## config.mk

```make
export PLATFORM = sky130hd
export DESIGN_NAME = bubble_sort_ascending
export DESIGN_NICKNAME = d
export VERILOG_FILES = /design/src/bsa_pkg.sv /design/src/bsa_dp.sv /design/src/bsa_ctrl.sv /design/src/bubble_sort_ascending.sv
export SDC_FILE = /design/constraint.sdc
export NUM_CORES = 1
export LEC_CHECK = 0
export BUFFER_PORTS_ARGS = -buffer_cell sky130_fd_sc_hd__buf_2
export CAP_MARGIN = 20
export CORE_MARGIN = 2
export CORE_UTILIZATION = 65
export DETAILED_ROUTE_END_ITERATION = 10
export GPL_ROUTABILITY_DRIVEN = 0
export PLACE_DENSITY = 0.91
export SLEW_MARGIN = 20
export SYNTH_ARGS = -nofsm -noshare
export SYNTH_HDL_FRONTEND = slang
export SYNTH_HIERARCHICAL = 1
export SYNTH_SLANG_ARGS = --single-unit
```

## constraint.sdc

```tcl
create_clock -name i_clk -period 10.45 [get_ports i_clk]
set_input_delay 1.5675 -clock i_clk [delete_from_list [all_inputs] [get_ports i_clk]]
set_output_delay 1.5675 -clock i_clk [all_outputs]
set_load 0.01 [all_outputs]
```

## src/bsa_pkg.sv

```systemverilog
// ----------------------------------------------------------------------------
// bsa_pkg
// Shared constants and controller/datapath interface types for the sorter.
// ----------------------------------------------------------------------------
`default_nettype none

package bsa_pkg;

    localparam int DEPTH  = 16;
    localparam int DATA_W = 32;
    localparam int AW     = $clog2(DEPTH);
    localparam int CW     = $clog2(DEPTH + 1);

    typedef enum logic [1:0] {
        SRC_SAMPLE = 2'd0,
        SRC_RDATA  = 2'd1,
        SRC_HOLD   = 2'd2
    } t_wr_src;

    typedef struct packed {
        logic [AW-1:0] rd_addr;
        logic          wr_en;
        logic [AW-1:0] wr_addr;
        t_wr_src       wr_src;
        logic          hold_ld;
        logic          out_ld;
        logic          out_end;
        logic          out_drop;
    } t_cmd;

    typedef struct packed {
        logic gt;
        logic out_free;
    } t_status;

endpackage

`default_nettype wire

```

## src/bsa_dp.sv

```systemverilog
// ----------------------------------------------------------------------------
// bsa_dp
// Datapath: element store, carried bubble element, comparator, output stage.
// ----------------------------------------------------------------------------
`default_nettype none

module bsa_dp (
    input  wire logic                       i_clk,
    input  wire logic                       i_rst_n,
    input  wire bsa_pkg::t_cmd              i_cmd,
    output bsa_pkg::t_status                o_status,
    input  wire logic [bsa_pkg::DATA_W-1:0] i_sample,
    input  wire logic                       i_stall,
    output logic                            o_valid,
    output logic [bsa_pkg::DATA_W-1:0]      o_sorted_value,
    output logic                            o_end_of_run,
    output logic                            o_dropped
);
    import bsa_pkg::*;

    logic        [DATA_W-1:0] r_mem [DEPTH];
    logic signed [DATA_W-1:0] r_rdata;
    logic signed [DATA_W-1:0] r_hold;
    logic        [DATA_W-1:0] wr_data;
    logic                     r_out_valid;
    logic        [DATA_W-1:0] r_out_value;
    logic                     r_out_end;
    logic                     r_out_drop;

    always_comb begin
        unique case (i_cmd.wr_src)
            SRC_SAMPLE: wr_data = i_sample;
            SRC_RDATA:  wr_data = r_rdata;
            SRC_HOLD:   wr_data = r_hold;
            default:    wr_data = r_hold;
        endcase
    end

    always_ff @(posedge i_clk) begin
        if (i_cmd.wr_en) begin
            r_mem[i_cmd.wr_addr] <= wr_data;
        end
        r_rdata <= r_mem[i_cmd.rd_addr];
    end

    always_ff @(posedge i_clk) begin
        if (i_cmd.hold_ld) begin
            r_hold <= r_rdata;
        end
    end

    always_ff @(posedge i_clk) begin
        if (!i_rst_n) begin
            r_out_valid <= 1'b0;
        end else if (i_cmd.out_ld) begin
            r_out_valid <= 1'b1;
        end else if (!i_stall) begin
            r_out_valid <= 1'b0;
        end
    end

    always_ff @(posedge i_clk) begin
        if (i_cmd.out_ld) begin
            r_out_value <= r_rdata;
            r_out_end   <= i_cmd.out_end;
            r_out_drop  <= i_cmd.out_drop;
        end
    end

    assign o_status.gt       = (r_hold > r_rdata);
    assign o_status.out_free = !r_out_valid || !i_stall;

    assign o_valid        = r_out_valid;
    assign o_sorted_value = r_out_value;
    assign o_end_of_run   = r_out_end;
    assign o_dropped      = r_out_drop;

endmodule

`default_nettype wire

```

## src/bsa_ctrl.sv

```systemverilog
// ----------------------------------------------------------------------------
// bsa_ctrl
// Controller: load counting, bubble pass sequencing with early exit, emit.
// ----------------------------------------------------------------------------
`default_nettype none

module bsa_ctrl (
    input  wire logic             i_clk,
    input  wire logic             i_rst_n,
    input  wire logic             i_valid,
    input  wire logic             i_final_item,
    output logic                  o_stall,
    input  wire bsa_pkg::t_status i_status,
    output bsa_pkg::t_cmd         o_cmd
);
    import bsa_pkg::*;

    typedef enum logic [6:0] {
        ST_LOAD = 7'b0000001,
        ST_PASS = 7'b0000010,
        ST_HOLD = 7'b0000100,
        ST_CMP  = 7'b0001000,
        ST_TAIL = 7'b0010000,
        ST_ERD  = 7'b0100000,
        ST_EOUT = 7'b1000000
    } t_state;

    t_state        r_state,    n_state;
    logic [CW-1:0] r_count,    n_count;
    logic          r_overflow, n_overflow;
    logic [AW-1:0] r_idx,      n_idx;
    logic [AW-1:0] r_limit,    n_limit;
    logic          r_swapped,  n_swapped;

    logic          accept;
    logic          has_room;
    logic [CW-1:0] cnt_inc;
    logic          last_out;
    logic          more_cmp;

    assign accept   = i_valid && (r_state == ST_LOAD);
    assign has_room = (r_count < CW'(DEPTH));
    assign cnt_inc  = has_room ? (r_count + 1'b1) : r_count;
    assign last_out = ((CW'(r_idx) + 1'b1) == r_count);
    assign more_cmp = ((AW'(r_idx) + 1'b1) < r_limit) && (r_idx != AW'(DEPTH - 1));
    assign o_stall  = (r_state != ST_LOAD);

    always_comb begin
        n_state    = r_state;
        n_count    = r_count;
        n_overflow = r_overflow;
        n_idx      = r_idx;
        n_limit    = r_limit;
        n_swapped  = r_swapped;

        o_cmd          = '0;
        o_cmd.wr_src   = SRC_SAMPLE;
        o_cmd.rd_addr  = r_idx;
        o_cmd.out_drop = r_overflow;
        o_cmd.out_end  = last_out;

        unique case (r_state)
            ST_LOAD: begin
                o_cmd.wr_addr = r_count[AW-1:0];
                o_cmd.wr_src  = SRC_SAMPLE;
                if (accept) begin
                    o_cmd.wr_en = has_room;
                    n_count     = cnt_inc;
                    if (!has_room) begin
                        n_overflow = 1'b1;
                    end
                    if (i_final_item) begin
                        n_idx   = '0;
                        n_limit = AW'(cnt_inc - 1'b1);
                        if (cnt_inc < CW'(2)) begin
                            n_state = ST_ERD;
                        end else begin
                            n_state = ST_PASS;
                        end
                    end
                end
            end
            ST_PASS: begin
                o_cmd.rd_addr = '0;
                n_swapped     = 1'b0;
                n_state       = ST_HOLD;
            end
            ST_HOLD: begin
                o_cmd.rd_addr = AW'(1);
                o_cmd.hold_ld = 1'b1;
                n_idx         = '0;
                n_state       = ST_CMP;
            end
            ST_CMP: begin
                o_cmd.wr_en   = 1'b1;
                o_cmd.wr_addr = r_idx;
                o_cmd.rd_addr = r_idx + AW'(2);
                if (i_status.gt) begin
                    o_cmd.wr_src = SRC_RDATA;
                    n_swapped    = 1'b1;
                end else begin
                    o_cmd.wr_src  = SRC_HOLD;
                    o_cmd.hold_ld = 1'b1;
                end
                if (more_cmp) begin
                    n_idx = r_idx + 1'b1;
                end else begin
                    n_state = ST_TAIL;
                end
            end
            ST_TAIL: begin
                o_cmd.wr_en   = 1'b1;
                o_cmd.wr_addr = r_limit;
                o_cmd.wr_src  = SRC_HOLD;
                n_limit       = r_limit - 1'b1;
                n_idx         = '0;
                if (r_swapped && (r_limit != AW'(1))) begin
                    n_state = ST_PASS;
                end else begin
                    n_state = ST_ERD;
                end
            end
            ST_ERD: begin
                o_cmd.rd_addr = r_idx;
                n_state       = ST_EOUT;
            end
            ST_EOUT: begin
                o_cmd.rd_addr = r_idx;
                if (i_status.out_free) begin
                    o_cmd.out_ld = 1'b1;
                    if (last_out) begin
                        n_count    = '0;
                        n_overflow = 1'b0;
                        n_state    = ST_LOAD;
                    end else begin
                        n_idx   = r_idx + 1'b1;
                        n_state = ST_ERD;
                    end
                end
            end
            default: begin
                n_state = ST_LOAD;
            end
        endcase
    end

    always_ff @(posedge i_clk) begin
        if (!i_rst_n) begin
            r_state    <= ST_LOAD;
            r_count    <= '0;
            r_overflow <= 1'b0;
            r_idx      <= '0;
            r_limit    <= '0;
            r_swapped  <= 1'b0;
        end else begin
            r_state    <= n_state;
            r_count    <= n_count;
            r_overflow <= n_overflow;
            r_idx      <= n_idx;
            r_limit    <= n_limit;
            r_swapped  <= n_swapped;
        end
    end

endmodule

`default_nettype wire

```

## src/bubble_sort_ascending.sv

```systemverilog
// A run of n elements loads at one element per cycle; each bubble pass then
//   runs PASS, HOLD, CMP compares, TAIL; up to n-1 passes, fewer on early exit.
// Results leave one at a time, a store read then an output register load,
//   set by the single-port-read element store; input stalls until the last loads.
// Reset (synchronous, active low) clears the controller and output valid;
//   the element store is not cleared.
// ----------------------------------------------------------------------------
// bubble_sort_ascending
// Collects signed elements up to a final marker, bubble sorts them in place
// with early exit, and streams them out ascending.
// ----------------------------------------------------------------------------
`default_nettype none

module bubble_sort_ascending (
    input  wire logic                       i_clk,
    input  wire logic                       i_rst_n,
    input  wire logic                       i_valid,
    output logic                            o_stall,
    input  wire logic [bsa_pkg::DATA_W-1:0] i_sample,
    input  wire logic                       i_final_item,
    output logic                            o_valid,
    input  wire logic                       i_stall,
    output logic [bsa_pkg::DATA_W-1:0]      o_sorted_value,
    output logic                            o_end_of_run,
    output logic                            o_dropped
);
    import bsa_pkg::*;

    t_cmd    cmd;
    t_status status;

    bsa_ctrl u_ctrl (
        .i_clk        (i_clk),
        .i_rst_n      (i_rst_n),
        .i_valid      (i_valid),
        .i_final_item (i_final_item),
        .o_stall      (o_stall),
        .i_status     (status),
        .o_cmd        (cmd)
    );

    bsa_dp u_dp (
        .i_clk          (i_clk),
        .i_rst_n        (i_rst_n),
        .i_cmd          (cmd),
        .o_status       (status),
        .i_sample       (i_sample),
        .i_stall        (i_stall),
        .o_valid        (o_valid),
        .o_sorted_value (o_sorted_value),
        .o_end_of_run   (o_end_of_run),
        .o_dropped      (o_dropped)
    );

endmodule

`default_nettype wire

```

Word level (Yosys, flattened, before mapping)
Memory sizes are Yosys's and may differ from the RTL's. A register that Yosys moved wholly into a read port is not among the register bits.
Index checks and enable logic that the tools add are counted.
{"block": "word_totals", "ff_bits": 89, "ram_bits": 512, "in_bits": 37, "wordCells": 104, "n_memories": 1}
{"memory": "u_dp.r_mem", "depth": 16, "width": 32, "rd": 1, "rd_ports_with_merged_regs": 1, "wr": 1, "line_no": "bsa_dp.sv:21", "source": "logic [DATA_W-1:0] r_mem [DEPTH];"}
{"block": "op_classes", "add_sub_neg": 6, "order_cmp": 4, "eq_ne": 22, "muxes": 42, "reduce_logical": 18}
{"operator": "one-hot mux 32 bit (2 select lines)", "count": 1}
{"operator": "one-hot mux 7 bit (7 select lines)", "count": 1}
{"operator": "greater-than comparator 32 bit", "count": 1}
{"operator": "two-way mux 4 bit", "count": 7}
{"operator": "two-way mux 7 bit", "count": 4}
{"operator": "one-hot mux 7 bit (3 select lines)", "count": 1}
{"operator": "two-way mux 5 bit", "count": 4}
{"operator": "two-way mux 6 bit", "count": 3}
{"operator": "one-hot mux 4 bit (4 select lines)", "count": 1}
{"operator": "two-way mux 1 bit", "count": 13}
{"operator": "inequality test 2 bit, second input constant", "count": 6}
{"operator": "one-hot mux 4 bit (3 select lines)", "count": 1}
{"operator": "one-hot mux 5 bit (2 select lines)", "count": 1}
{"operator": "inequality test 2 x 1 -> 1 bit, second input constant", "count": 4}
{"operator": "one-hot mux 4 bit (2 select lines)", "count": 1}
{"operator": "AND reduction 4 bit", "count": 2}
{"operator": "subtractor 4 x 1 -> 4 bit, second input constant", "count": 2}
{"operator": "equality test 7 x 1 -> 1 bit, second input constant", "count": 1}
{"operator": "equality test 7 x 2 -> 1 bit, second input constant", "count": 1}
{"operator": "equality test 7 x 3 -> 1 bit, second input constant", "count": 1}
{"operator": "equality test 7 x 4 -> 1 bit, second input constant", "count": 1}
{"operator": "equality test 7 x 5 -> 1 bit, second input constant", "count": 1}
{"operator": "equality test 7 x 6 -> 1 bit, second input constant", "count": 1}
{"operator": "equality test 7 bit, second input constant", "count": 1}
{"operator": "25 further kinds", "count": 32}

Logic depth before layout (Yosys ltp)
Gate-level depths: netlist of the first run.
{"block": "depth", "ltp_word": 7, "mapped_depth": 13}

Cells and area by module
The synthesis of the first run kept the hierarchy.
{"mod": "bsa_dp", "instances": 1, "cells_per_inst": 1050, "area_per_inst_um2": 23483.8, "seq_area_each_um2": 18017.3}
{"mod": "bsa_ctrl", "instances": 1, "cells_per_inst": 240, "area_per_inst_um2": 1865.5, "seq_area_each_um2": 440.4}

Least setup slack after synthesis of the first run
Ideal clock, no wire load.
{"block": "synth_timing", "kind": "input-to-reg", "start": "input port i_valid", "end": "memory u_dp.r_mem[0][0] (enable)", "setup_time_ns": 0.461, "t_arrival_ns": 4.629, "t_required_ns": 9.989, "path_slack_ns": 5.360, "stages": 5, "n_path_buf": 0, "path_cell_list": "and2_4 > nand2b_2 > nand3_1 > or3b_2 > nor3_1"}
{"item": "from (decl)", "line_no": "bubble_sort_ascending.sv:17", "source": "input wire logic i_valid,"}
{"item": "to (decl)", "line_no": "bsa_dp.sv:21"}

==> run metrics, run 1 <==
Die Width 201 µm; most common cell after layout, fill and taps aside edfxtp_1; Chip Height 201 µm; pre-CTS WS 4990 ps; Slew headroom 25.7%; worst hold path type reg -> reg; FILL cells 2008; Hold Fails Final Rpt 0; Final setup viols 0; WHS Path Cells 0; RSZ-0062 raised after global routing false; Leak Pwr 9.23 nW; Mean Syn Cell Area 19.7 µm²; CP Max Fanout 19; HPWL after DPL 31700 µm; post-route ant nets 0; Tot GR Track Use 32.1%; post-route setup TNS 0 ps; most frequent cells in the layout edfxtp_1, mux4_2, buf_2, clkbuf_16, dfxtp_1; Synth Register Bits 633; CTS sink cnt 633; H-tree depth reported by CTS 2; post-cts resize count 0; VDD IR-drop max 0.139 mV; Gate Count Post-Synth 1290; Slew @ Worst Pin 1110 ps; final wirelength 64100 µm; TritonCTS clock tree built; power per standard cell area 207 nW/µm²; initial antenna violation count 0; worst setup path end u_dp/r_mem[5][11]$_DFFE_PP_; DR WL/cell 32.6 µm; Residual DRC 0; area of the multi-input gates 6490 µm²; Buffers on Ports 72; Std-Cell Rows 72; worst reg-to-reg setup slack 4850 ps; Die ar. 40600 µm²; Root Buffer clkbuf_16; vias in the first global route 14055; final worst slack 4850 ps; status finished, final reports clean; f_max 178 MHz; worst flop-to-flop path endpoint u_dp/r_mem[5][11]$_DFFE_PP_; synthesized cell area 25300 µm²; n_diodes 0; dominant synthesized flop cell edfxtp_1; share of cells above drive strength 1 27.7%; max-capacitance violation count 0; Hold Buf Count CTS 0; Layout area overhead 12.4%; synthesized net count 1368; Synth area leader edfxtp_1; drt first pass iters 7; Starting Density 65.7%; first-pass GRT wire length 93600 µm; Finished Core Util 73.9%; Vias 14051; Setup Crit Path Kind reg -> reg; Clock transition at path regs 70 ps; critical path launch point u_dp/r_rdata[1]$_DFF_P_; Crit path arrival time 5860 ps; FFs w/ async S/R, synth 0%; Yosys warning total 6; Synth cell types 71; Tmin final 5600 ps; number of buffers on the longest clock path 3; placed cell area 26400 µm²; final period utilization 53.6%; Via-to-Cell Ratio 7.14; core area 38600 µm²; Layout Nets 1480; largest cells by area after synthesis edfxtp_1, mux4_2, dfxtp_1, ha_1, mux2i_1; Tot Pwr 5.90 mW; CP Capture Type flip-flop; Synth top area share 68.5%; io pins 73; DRT iter0 DRCs 2431; GR Overflow Total 0; crit path launch type flip-flop; Worst-Skew Late Latency 610 ps; cell area after layout 28500 µm²; sequential cell area 18500 µm²; CP required 10710 ps; EDFF count, synth 578; Max Slew Vio Count 0; largest net degree at the start of global routing 73; FF-to-FF Start u_dp/r_rdata[1]$_DFF_P_; register area share after synthesis 72.8%; reg2reg path depth 12; total CTS buffers 57; setup bufs post-CTS 0; Clock Skews 15.7 ps
## cell usage after synthesis, types with 6 or more instances
cell type	instances
xor2_1	8
o21ai_0	50
xnor2_1	6
mux4_1	6
inv_1	46
buf_4	7
nand2_1	52
ha_1	41
mux4_2	154
nand2b_1	10
a21o_1	8
buf_2	15
dfxtp_1	55
mux2i_1	36
clkbuf_1	22
nor2_1	38
nand3_1	17
a21oi_1	19
buf_6	13
edfxtp_1	578
nand4_1	12
nor3_1	8
## worst max-delay path, cell delays in order, from the launching register on
cell and delay [ps]:
dfxtp_1 400, inv_1 90, ha_1 340, nor2b_1 190
o211ai_1 170, a2111oi_0 860, o41ai_1 250, o211ai_1 180
mux2i_1 540, and2_2 730, buf_4 530, mux2i_1 150
o21ai_1 810
## report_power, final
| part | internal (mW) | switching, mW | leakage [nW] |
|---|---|---|---|
| combinational | 0.238 | 0.370 | 2.59 |
| sequential | 2.93 | 0.111 | 5.66 |
| clock | 1.32 | 0.926 | 0.975 |
## logic make-up (layout without fill, tap and decap cells)
kind of cell	Yosys count	after routing	share of synthesized area (%)
buffers and inverters	112	272	2.29
XOR/XNOR	15	15	0.573
adder cells (fa/ha/maj)	41	41	2.02
AND/OR/NAND/NOR	174	174	3.50
multiplexers	198	198	15.8
flip-flops	633	633	72.8
AO/OA/AOI/OAI	117	117	2.99
## worst min-delay path by stage
stage,start,to,slack (ps)
3_5_place_dp,u_ctrl/r_overflow$_SDFFE_PN0P_,u_dp/o_dropped$_DFFE_PP_,420
3_3_place_gp,u_ctrl/r_overflow$_SDFFE_PN0P_,u_dp/o_dropped$_DFFE_PP_,420
4_1_cts,u_ctrl/r_overflow$_SDFFE_PN0P_,u_dp/o_dropped$_DFFE_PP_,440
6_report,u_ctrl/r_overflow$_SDFFE_PN0P_,u_dp/o_dropped$_DFFE_PP_,440
5_1_grt,u_ctrl/r_overflow$_SDFFE_PN0P_,u_dp/o_dropped$_DFFE_PP_,450
2_1_floorplan,u_dp/r_rdata[10]$_DFF_P_,u_dp/o_sorted_value[10]$_DFFE_PP_,450
## through the flow
step / hold WS [ps] / instances
detailed placement: 420 / 1855
finish: 435 / 1968
floorplan: 447 / 1290
global route: 449 / 1968
global placement: 418 / 1854
CTS: 438 / 1962
## metal layers
metal	wire [µm]	vias up	GRT usage, %	share of wire, %
li1	-	5459	-	-
met4	3680	0	17.0	5.7
met5	0	-	0	0
met3	7130	286	5.54	11
met2	31700	1229	51.6	49
met1	21600	7077	43.0	34
## cell type report
type | count | share of cell area, %
sequential | 633 | 64.8
multi-input combinational | 545 | 22.8
clock buffer | 79 | 5.65
inverter | 47 | 0.619
timing repair buffer | 118 | 2.49
clock inverter | 28 | 1.41
tap | 518 | 2.27
## state kept, by name, indices dropped and copies added (netlist names)
register             cells
u_dp/r_mem             512
u_dp/o_sorted_value     32
u_dp/r_hold             32
u_dp/r_rdata            32
u_ctrl/r_state           7
u_ctrl/r_count           5
u_ctrl/r_idx             4
u_ctrl/r_limit           4
u_ctrl/r_overflow        1
u_ctrl/r_swapped         1
u_dp/o_dropped           1
u_dp/o_end_of_run        1
u_dp/o_valid             1
No activity file was read; power rests on OpenSTA's default activity.
==> run 2, diff against run 1 <==
--- a/config.mk
+++ b/config.mk
@@ -8,10 +8,10 @@
 export BUFFER_PORTS_ARGS = -buffer_cell sky130_fd_sc_hd__buf_2
 export CAP_MARGIN = 20
 export CORE_MARGIN = 2
-export CORE_UTILIZATION = 65
+export CORE_UTILIZATION = 56
 export DETAILED_ROUTE_END_ITERATION = 10
 export GPL_ROUTABILITY_DRIVEN = 0
-export PLACE_DENSITY = 0.91
+export PLACE_DENSITY = 0.84
 export SLEW_MARGIN = 20
 export SYNTH_ARGS = -nofsm -noshare
 export SYNTH_HDL_FRONTEND = slang
==> constraint.sdc (replaced) <==
create_clock -name i_clk -period 5 [get_ports i_clk]
set_input_delay 0.75 -clock i_clk [delete_from_list [all_inputs] [get_ports i_clk]]
set_output_delay 0.75 -clock i_clk [all_outputs]
set_load 0.01 [all_outputs]
==> run metrics, run 2 (synthesized netlist as in run 1, its figures left out) <==
status finished, final reports clean; worst hold path type in -> reg; GR Overflow Total 0; Die Width 217 µm; RSZ-0062 raised after global routing false; power per standard cell area 429 nW/µm²; H-tree depth reported by CTS 2; share of cells above drive strength 1 27.6%; Leak Pwr 9.27 nW; placed cell area 26700 µm²; worst reg-to-reg setup slack 320 ps; final wirelength 60100 µm; Buffers on Ports 72; number of buffers on the longest clock path 3; largest net degree at the start of global routing 129; Clock Skews 29.0 ps; most frequent cells in the layout edfxtp_1, mux4_2, buf_2, clkbuf_16, dfxtp_1; CP Capture Type flip-flop; f_max 214 MHz; final period utilization 93.7%; Starting Density 57.1%; CP required 5460 ps; pre-CTS WS 251 ps; Residual DRC 0; Layout area overhead 13.4%; max FFs per register 512; Finished Core Util 64.7%; core area 44400 µm²; Worst-Skew Late Latency 620 ps; io pins 73; TritonCTS clock tree built; Top reg by flops u_dp/r_mem; FILL cells 2764; Clock transition at path regs 60 ps; crit path launch type flip-flop; Tmin final 4680 ps; Buf+Inv Stages, Crit Path 3; Vias 13360; Tot GR Track Use 26.1%; CTS sink cnt 633; most used cell, CP mux2i_1; cell area after layout 28800 µm²; Hold Buf Count CTS 0; Root Buffer clkbuf_16; drt first pass iters 6; post-cts resize count 0; DR WL/cell 29.5 µm; first-pass GRT wire length 88800 µm; Std-Cell Rows 77; Tot Pwr 12.3 mW; Max Slew Vio Count 0; Chip Height 217 µm; HPWL after DPL 32600 µm; vias in the first global route 13678; Final setup viols 0; total CTS buffers 58; initial antenna violation count 0; Layout Nets 1475; max-capacitance violation count 0; post-route setup TNS 0 ps; Crit path max-delay family compound AO/OA/AOI/OAI gates; VDD IR-drop max 0.283 mV; Hold Fails Final Rpt 0; max incr delay on CP 790 ps; Via-to-Cell Ratio 6.56; post-route ant nets 0; n_diodes 0; Placed Cells 1928; Setup Crit Path Kind reg -> reg; DRT iter0 DRCs 1875; fin cells 2037; crit-path cells inv_1, ha_1, nand4_1, a2111oi_0, o41ai_1, o211ai_1, mux2i_1, and2_2, buf_4, mux2i_1, o21ai_0, buf_2; Hold WS 407 ps; Slew headroom 29.0%; Die ar. 47000 µm²; CP max-delay cell o21ai_0; setup bufs post-CTS 0; most common cell after layout, fill and taps aside edfxtp_1; Slew @ Worst Pin 1070 ps; CP Max Fanout 15; Crit path arrival time 5140 ps; final worst slack 317 ps
[run 2: changes by cell type in the layout (fill, tap and decap cells not counted), sizes merged]
cell      change
buf           -4
clkinv       +10
clkinvlp      -1
bufinv        +3
inv           +1
clkbuf       -14
[run 2: worst reg2reg max path: stages (launching register included)]
cell and delay, ps:
dfxtp_1 390, inv_1 80, ha_1 320, nand4_1 300
a2111oi_0 600, o41ai_1 180, o211ai_1 140, mux2i_1 580
and2_2 320, buf_4 330, mux2i_1 150, o21ai_0 790
buf_2 340
[run 2: final timing paths]
check	from	endpoint	depth (start not counted)
worst max-delay path	u_dp/r_rdata[15]$_DFF_P_	u_dp/r_mem[1][30]$_DFFE_PP_	12
worst max register to register	u_dp/r_rdata[15]$_DFF_P_	u_dp/r_mem[1][30]$_DFFE_PP_	12
worst min-delay path	i_stall	u_dp/o_valid$_SDFFE_PN0P_	3
worst min register to register	u_ctrl/r_overflow$_SDFFE_PN0P_	u_dp/o_dropped$_DFFE_PP_	0
[run 2: layer usage]
metal | GRT usage [%] | part of all wire [%] | vias up | wire [µm]
met5 | 0 | 0 | - | 0
met4 | 11.2 | 4.4 | 0 | 2650
met3 | 5.09 | 9.9 | 167 | 5940
met2 | 42.7 | 49 | 890 | 29700
met1 | 34.9 | 36 | 6845 | 21800
li1 | - | - | 5458 | -
[run 2: cell type report]
class / count / area, µm² / share of cell area, %
Timing Repair Buffer: 112 / 856 / 2.98
Sequential cell: 633 / 18500 / 64.2
Clock buffer: 67 / 1520 / 5.27
Inverter: 47 / 176 / 0.613
Tap cell: 592 / 741 / 2.58
Clock inverter: 41 / 524 / 1.82
Multi-Input combinational cell: 545 / 6490 / 22.6
[run 2: power by group]
part / leakage [nW] / switching, mW / total (mW) / internal (mW)
clock network: 1.00 / 1.93 / 4.76 / 2.84
logic: 2.60 / 0.726 / 1.21 / 0.487
registers: 5.66 / 0.218 / 6.35 / 6.13
